File: config.mk
export PLATFORM = sky130hd
export DESIGN_NAME = insertion_sort_engine_core
export DESIGN_NICKNAME = d
export VERILOG_FILES = /design/src/ise_pkg.sv /design/src/ise_ram.sv /design/src/ise_cmp.sv /design/src/insertion_sort_engine_core.sv
export SDC_FILE = /design/constraint.sdc
export NUM_CORES = 2
export LEC_CHECK = 0
export BUFFER_PORTS_ARGS = -buffer_cell sky130_fd_sc_hd__buf_4
export CAP_MARGIN = 20
export CORE_MARGIN = 2
export CORE_UTILIZATION = 50
export DETAILED_ROUTE_END_ITERATION = 8
export PLACE_DENSITY_LB_ADDON = 0.08
export SYNTH_ARGS = -nofsm -noshare
export SYNTH_HDL_FRONTEND = slang
export SYNTH_SLANG_ARGS = --single-unit
File: constraint.sdc
create_clock -name clk -period 5.5 [get_ports clk]
set_clock_uncertainty 0.2 [all_clocks]
set_input_delay 0.55 -clock clk [delete_from_list [all_inputs] [get_ports clk]]
set_output_delay 0.55 -clock clk [all_outputs]
set_load 0.005 [all_outputs]
File: src/ise_pkg.sv
// Shared types and constants of the insertion sort engine.
package ise_pkg;

  localparam int unsigned VALUE_W = 32;

  typedef logic signed [VALUE_W-1:0] value_t;

  typedef enum logic [2:0] {
    ST_LOAD,
    ST_KEY_RD,
    ST_KEY_LD,
    ST_CMP_RD,
    ST_CMP,
    ST_OUT_RD,
    ST_OUT_LD,
    ST_OUT_WAIT
  } seq_state_t;

endpackage

File: src/ise_ram.sv
// Value store: one write port, one read port with registered read data.
module ise_ram #(
  parameter int unsigned DEPTH = 64,
  parameter int unsigned AW    = 6
) (
  input  logic            clk,
  input  logic            wr_en,
  input  logic [AW-1:0]   wr_addr,
  input  ise_pkg::value_t wr_data,
  input  logic [AW-1:0]   rd_addr,
  output ise_pkg::value_t rd_data
);

  ise_pkg::value_t mem [DEPTH];

  always_ff @(posedge clk) begin
    if (wr_en) begin
      mem[wr_addr] <= wr_data;
    end
  end

  always_ff @(posedge clk) begin
    rd_data <= mem[rd_addr];
  end

endmodule

File: src/ise_cmp.sv
// Shared signed comparator: tells whether the stored value exceeds the key.
module ise_cmp (
  input  ise_pkg::value_t stored,
  input  ise_pkg::value_t key,
  output logic            greater
);

  assign greater = (stored > key);

endmodule

File: src/insertion_sort_engine_core.sv
// Top level of the insertion sort engine: load, sort and stream out one set of values.
//
// Values arrive one per accepted transaction into a single-port-write store of
// MAX_ITEMS entries; a transaction with in_item_last high closes the set.
// The engine then sorts the store in place, ascending and stable, using one comparator
// and the store's single read and write port: each key is read from the store, then
// compared with the values below it, every larger value is shifted up by one place,
// and the key is written where it settles.
// Results then leave one at a time (store read, output load, handshake).
// Input is not accepted from the closing transaction until the final result is taken.
// Values arriving with the store full are dropped and out_values_dropped is raised
// on every result of that set.
module insertion_sort_engine_core #(
  parameter int unsigned MAX_ITEMS = 64
) (
  input  logic                                clk,
  input  logic                                rst_n,
  input  logic                                in_valid,
  output logic                                in_ready,
  input  logic signed [ise_pkg::VALUE_W-1:0]  in_item_value,
  input  logic                                in_item_last,
  output logic                                out_valid,
  input  logic                                out_ready,
  output logic signed [ise_pkg::VALUE_W-1:0]  out_sorted_value,
  output logic                                out_sorted_last,
  output logic                                out_values_dropped
);

  localparam int unsigned AW = $clog2(MAX_ITEMS);
  localparam int unsigned CW = $clog2(MAX_ITEMS + 1);
  localparam logic [CW-1:0] MAX_CNT = CW'(MAX_ITEMS);
  localparam logic [CW-1:0] ONE_CNT = CW'(1);

  ise_pkg::seq_state_t state_r, state_nxt;

  logic [CW-1:0]   count_r, count_nxt;
  logic            ovf_r, ovf_nxt;
  logic [CW-1:0]   outer_r, outer_nxt;
  logic [CW-1:0]   inner_r, inner_nxt;
  logic [CW-1:0]   k_r, k_nxt;
  ise_pkg::value_t key_r, key_nxt;

  logic            out_valid_r, out_valid_nxt;
  ise_pkg::value_t out_value_r, out_value_nxt;
  logic            out_last_r, out_last_nxt;
  logic            out_drop_r, out_drop_nxt;

  logic            wr_en;
  logic [CW-1:0]   wr_idx;
  ise_pkg::value_t wr_data;
  logic [CW-1:0]   rd_idx;
  ise_pkg::value_t rd_data;
  logic            greater;
  logic            in_fire;
  logic [CW-1:0]   inner_dec;

  assign in_fire   = in_valid && in_ready;
  assign inner_dec = inner_r - ONE_CNT;

  ise_ram #(
    .DEPTH (MAX_ITEMS),
    .AW    (AW)
  ) u_ram (
    .clk     (clk),
    .wr_en   (wr_en),
    .wr_addr (wr_idx[AW-1:0]),
    .wr_data (wr_data),
    .rd_addr (rd_idx[AW-1:0]),
    .rd_data (rd_data)
  );

  ise_cmp u_cmp (
    .stored  (rd_data),
    .key     (key_r),
    .greater (greater)
  );

  always_comb begin
    state_nxt = state_r;
    unique case (state_r)
      ise_pkg::ST_LOAD: begin
        if (in_fire && in_item_last) state_nxt = ise_pkg::ST_KEY_RD;
      end
      ise_pkg::ST_KEY_RD: begin
        if (outer_r >= count_r) state_nxt = ise_pkg::ST_OUT_RD;
        else                    state_nxt = ise_pkg::ST_KEY_LD;
      end
      ise_pkg::ST_KEY_LD: state_nxt = ise_pkg::ST_CMP_RD;
      ise_pkg::ST_CMP_RD: begin
        if (inner_r == '0) state_nxt = ise_pkg::ST_KEY_RD;
        else               state_nxt = ise_pkg::ST_CMP;
      end
      ise_pkg::ST_CMP: begin
        if (greater) state_nxt = ise_pkg::ST_CMP_RD;
        else         state_nxt = ise_pkg::ST_KEY_RD;
      end
      ise_pkg::ST_OUT_RD: state_nxt = ise_pkg::ST_OUT_LD;
      ise_pkg::ST_OUT_LD: state_nxt = ise_pkg::ST_OUT_WAIT;
      ise_pkg::ST_OUT_WAIT: begin
        if (out_ready) begin
          if (out_last_r) state_nxt = ise_pkg::ST_LOAD;
          else            state_nxt = ise_pkg::ST_OUT_RD;
        end
      end
      default: state_nxt = ise_pkg::ST_LOAD;
    endcase
  end

  always_comb begin
    in_ready      = 1'b0;
    wr_en         = 1'b0;
    wr_idx        = count_r;
    wr_data       = in_item_value;
    rd_idx        = outer_r;
    count_nxt     = count_r;
    ovf_nxt       = ovf_r;
    outer_nxt     = outer_r;
    inner_nxt     = inner_r;
    k_nxt         = k_r;
    key_nxt       = key_r;
    out_valid_nxt = out_valid_r;
    out_value_nxt = out_value_r;
    out_last_nxt  = out_last_r;
    out_drop_nxt  = out_drop_r;
    unique case (state_r)
      ise_pkg::ST_LOAD: begin
        in_ready = 1'b1;
        if (in_fire) begin
          if (count_r < MAX_CNT) begin
            wr_en     = 1'b1;
            count_nxt = count_r + ONE_CNT;
          end else begin
            ovf_nxt = 1'b1;
          end
          if (in_item_last) outer_nxt = ONE_CNT;
        end
      end
      ise_pkg::ST_KEY_RD: begin
        rd_idx    = outer_r;
        inner_nxt = outer_r;
        k_nxt     = '0;
      end
      ise_pkg::ST_KEY_LD: begin
        key_nxt = rd_data;
      end
      ise_pkg::ST_CMP_RD: begin
        rd_idx = inner_dec;
        if (inner_r == '0) begin
          wr_en     = 1'b1;
          wr_idx    = '0;
          wr_data   = key_r;
          outer_nxt = outer_r + ONE_CNT;
        end
      end
      ise_pkg::ST_CMP: begin
        wr_en  = 1'b1;
        wr_idx = inner_r;
        if (greater) begin
          wr_data   = rd_data;
          inner_nxt = inner_dec;
        end else begin
          wr_data   = key_r;
          outer_nxt = outer_r + ONE_CNT;
        end
      end
      ise_pkg::ST_OUT_RD: begin
        rd_idx = k_r;
      end
      ise_pkg::ST_OUT_LD: begin
        out_valid_nxt = 1'b1;
        out_value_nxt = rd_data;
        out_last_nxt  = ((k_r + ONE_CNT) == count_r);
        out_drop_nxt  = ovf_r;
      end
      ise_pkg::ST_OUT_WAIT: begin
        if (out_ready) begin
          out_valid_nxt = 1'b0;
          k_nxt         = k_r + ONE_CNT;
          if (out_last_r) begin
            count_nxt = '0;
            ovf_nxt   = 1'b0;
          end
        end
      end
      default: begin
        out_valid_nxt = 1'b0;
      end
    endcase
  end

  always_ff @(posedge clk) begin
    if (!rst_n) begin
      state_r     <= ise_pkg::ST_LOAD;
      count_r     <= '0;
      ovf_r       <= 1'b0;
      outer_r     <= '0;
      inner_r     <= '0;
      k_r         <= '0;
      out_valid_r <= 1'b0;
    end else begin
      state_r     <= state_nxt;
      count_r     <= count_nxt;
      ovf_r       <= ovf_nxt;
      outer_r     <= outer_nxt;
      inner_r     <= inner_nxt;
      k_r         <= k_nxt;
      out_valid_r <= out_valid_nxt;
    end
  end

  always_ff @(posedge clk) begin
    key_r       <= key_nxt;
    out_value_r <= out_value_nxt;
    out_last_r  <= out_last_nxt;
    out_drop_r  <= out_drop_nxt;
  end

  assign out_valid          = out_valid_r;
  assign out_sorted_value   = out_value_r;
  assign out_sorted_last    = out_last_r;
  assign out_values_dropped = out_drop_r;

endmodule
==> impl_results.md <==
- P per Cell Area: between 500 and 600 nW/µm²
- Peak VDD IR: around 0.37 mV
- Die Height: between 400 and 500 µm
- # port buffers: between 70 and 80
- Clk pin slew, worst setup/hold paths: 60 ps
- Via density: 6.41
- Synthesized Nets: approximately 6400
- HP Class: flip-flop to flip-flop
- Crit path largest cell delay: slightly above 800 ps
- Worst Path Arrival: roughly 5600 ps
- Largest net degree at the start of global routing: slightly above 100
- Synth top area share: 0.727
- Pleak: roughly 34 nW
- Synth area leader: edfxtp_1
- Io pins: between 70 and 80
- Post-DP HPWL: 175000 µm
- Cell Area, Placed: ~93000 µm²
- Die area: 178000 µm²
- Number of global-route vias before repair: between 50000 and 60000
- Routed Wire Length: approximately 300000 µm
- Floorplan row count: about 150
- Total global routing track utilization: 0.328
- Yosys reg bits: 2179
- Max-cap violation count: 0
- FILL cells: roughly 14000
- Avg WL per Cell: between 30 and 40 µm
- CTS root buf: clkbuf_16
- First-pass GRT wire length: just over 400000 µm
- Initial core utilization: 0.503
- Unique masters post-synth: a little over 80
- Worst skew pair latency: between 800 and 900 ps
- Post-synth EDFFs: 2114
- Overall power: 53.3 mW
- Status: finished with violations
- Worst setup EP type: flip-flop
- Nets@finish: 6613
- CP most frequent cell: buf_4
- Ranking of synthesized cells by area: edfxtp_1 73%, nand2_1 5.9%, nand3_1 2.5%
- Post-Syn Instances: roughly 6300
- Total congestion overflow: 0
- Req. time, crit path: 6040 ps
- CORE AREA: between 150000 and 200000 µm²
- Crit start category: flip-flop
- Syn_area_per_cell: between 10 and 15 µm²
- Via count: a little under 60000
- Post-route setup slack: 439 ps
- Final Hold Vio Count: 0
- DP Cell Count: 8630
- Tmin final: just over 5000 ps
- Top FF cell, synth: edfxtp_1
- RSZ-0062 raised after global routing: no
- Design Area, Final: between 100000 and 150000 µm²
- Violated checks: DRC
- CTS tree: done
- Share of flip-flops with an asynchronous set or reset: 0
- Sink Count: 2179
- Sequential element share of the synthesized area: 0.742
- Slew margin rel.: 0.0724
- CP max FO: 27
- Pre-antenna DRT Iters: 9
- CTS Buf Count: 220
- Type of the worst setup path: flip-flop to flip-flop
- Worst-margin pin slew: roughly 1400 ps
- Cell area after synthesis: between 80000 and 90000 µm²
- Pins Over Slew Limit: 0
- Yosys Warn Count: 0
- Commonest cells in the synthesized netlist: 2114 x edfxtp_1, 1374 x nand2_1, 441 x nand3_1
- Critical Path, Cell by Cell: buf_12 -> nand2b_1 -> o32a_2 -> and2_4 -> buf_4 -> nor2_2 -> buf_4 -> a32oi_1 -> o21ai_0 -> a2111oi_0 -> and3_1
- Clk buf depth: 3
- Final period util: 0.920
- Slowest-stage cell, CP: a2111oi_0
- DRC violations left: 2
- Footprint of the multi-input gates: 21100 µm²
- Detail Route Antenna Nets: 0
- Synth-to-Final Area Change: 14.8%
- Share of post-route cells with drive strength above 1: 0.137
- Layout Utilization: 0.577
- H-tree lvl count: 4
- Pre-CTS setup slack: about 590 ps
- Fin cells: between 9000 and 10000
- Fmax achieved: 0.198 GHz
- Drt initial violations: 8580
- Reg area: approximately 65000 µm²
- Die X: about 420 µm
- Final Wtd Congestion: just over 0.9
- WHS: about 260 ps
- Initial antenna violation count: 24
- Count leader, synth: edfxtp_1
- Final setup violation count: 0
- TNS Setup: 0 ps
-- cell usage in the layout (no fill, tap or decap), types with 46 or more instances in the layout --
master	count
clkinv_1	46
buf_12	67
nor2_1	68
mux2i_1	143
nand2_1	1373
buf_4	369
dfxtp_1	65
inv_1	48
nand3_1	441
a21oi_1	143
a211oi_1	249
edfxtp_1	2114
clkbuf_16	222
a31oi_1	149
clkbuf_1	50
nand4_1	57
and3_1	239
a311oi_1	129
o21ai_0	81
nor2_4	64
-- logic make-up (layout without fill, tap and decap cells) --
| logic type | count (synthesis) | after routing | synth area share |
|---|---|---|---|
| AOI/OAI and AO/OA | 1065 | 1065 | 0.0877 |
| xor gates and xnor gates | 18 | 18 | 0.00181 |
| adders and majority gates | 43 | 43 | 0.00616 |
| buffers and inverters | 482 | 900 | 0.0238 |
| DFF | 2179 | 2179 | 0.742 |
| muxes | 173 | 173 | 0.0203 |
| other | 0 | 7 | 0 |
| and+or+nand+nor | 2339 | 2339 | 0.119 |
-- area by class of cell --
cell class                 count  share of cell area
tap                         2325              0.0290
clock buffer                 282              0.0587
clock inverter               124              0.0115
sequential                  2179               0.646
timing repair buffer         444              0.0417
antenna                        7            0.000175
multi-input combinational   3638               0.211
inverter                      50             0.00187
-- where the power goes --
group | total [mW] | internal [mW] | switching [mW]
combinational | 17.5 | 4.77 | 12.7
clock | 14.8 | 8.37 | 6.41
sequential | 21.0 | 20.6 | 0.464
-- worst paths after layout --
check | start | to | slack (ps) | cells after the start
setup / recovery | state_r[2]$_SDFFE_PN0P_ | u_ram.rd_data[9]$_DFF_P_ | 440 | 11
setup reg to reg | state_r[2]$_SDFFE_PN0P_ | u_ram.rd_data[9]$_DFF_P_ | 440 | 11
hold reg to reg | ovf_r$_SDFFE_PN0P_ | out_values_dropped$_DFFE_PP_ | 260 | 0
hold / removal | ovf_r$_SDFFE_PN0P_ | out_values_dropped$_DFFE_PP_ | 260 | 0
-- sequential cells by signal (all words and copies together) (netlist names), 3 cells and up --
register and cells:
u_ram.mem 2048, key_r 32, out_sorted_value 32, u_ram.rd_data 32, count_r 7, inner_r 7, k_r 7, outer_r 7
state_r 3
-- routing by layer --
layer  vias up  GRT usage  routed length (µm)  part of all wire
li1      24559          -                   -                 -
met1     29401      0.466              119000              0.40
met2      3468      0.496              133000              0.45
met3       530     0.0704               31500              0.11
met4        12      0.127               12000             0.041
met5         -          0                  80           0.00027
-- critical path, delay by kind of cell, from the launching register on --
family | cells | cell delay [ps]
AO/OA/AOI/OAI | 4 | 1500
buffers and inverters | 3 | 1080
flip-flops | 1 | 740
AND/OR/NAND/NOR | 4 | 1320
-- what timing repair did --
| action | in CTS | in global routing |
|---|---|---|
| buffers inserted | 0 | 0 |
| hold buffers | 6 | 0 |
| hold endpoints to repair | 20 | 0 |
| gates resized for setup | 0 | 0 |
Power figures use the tool's default switching activity.
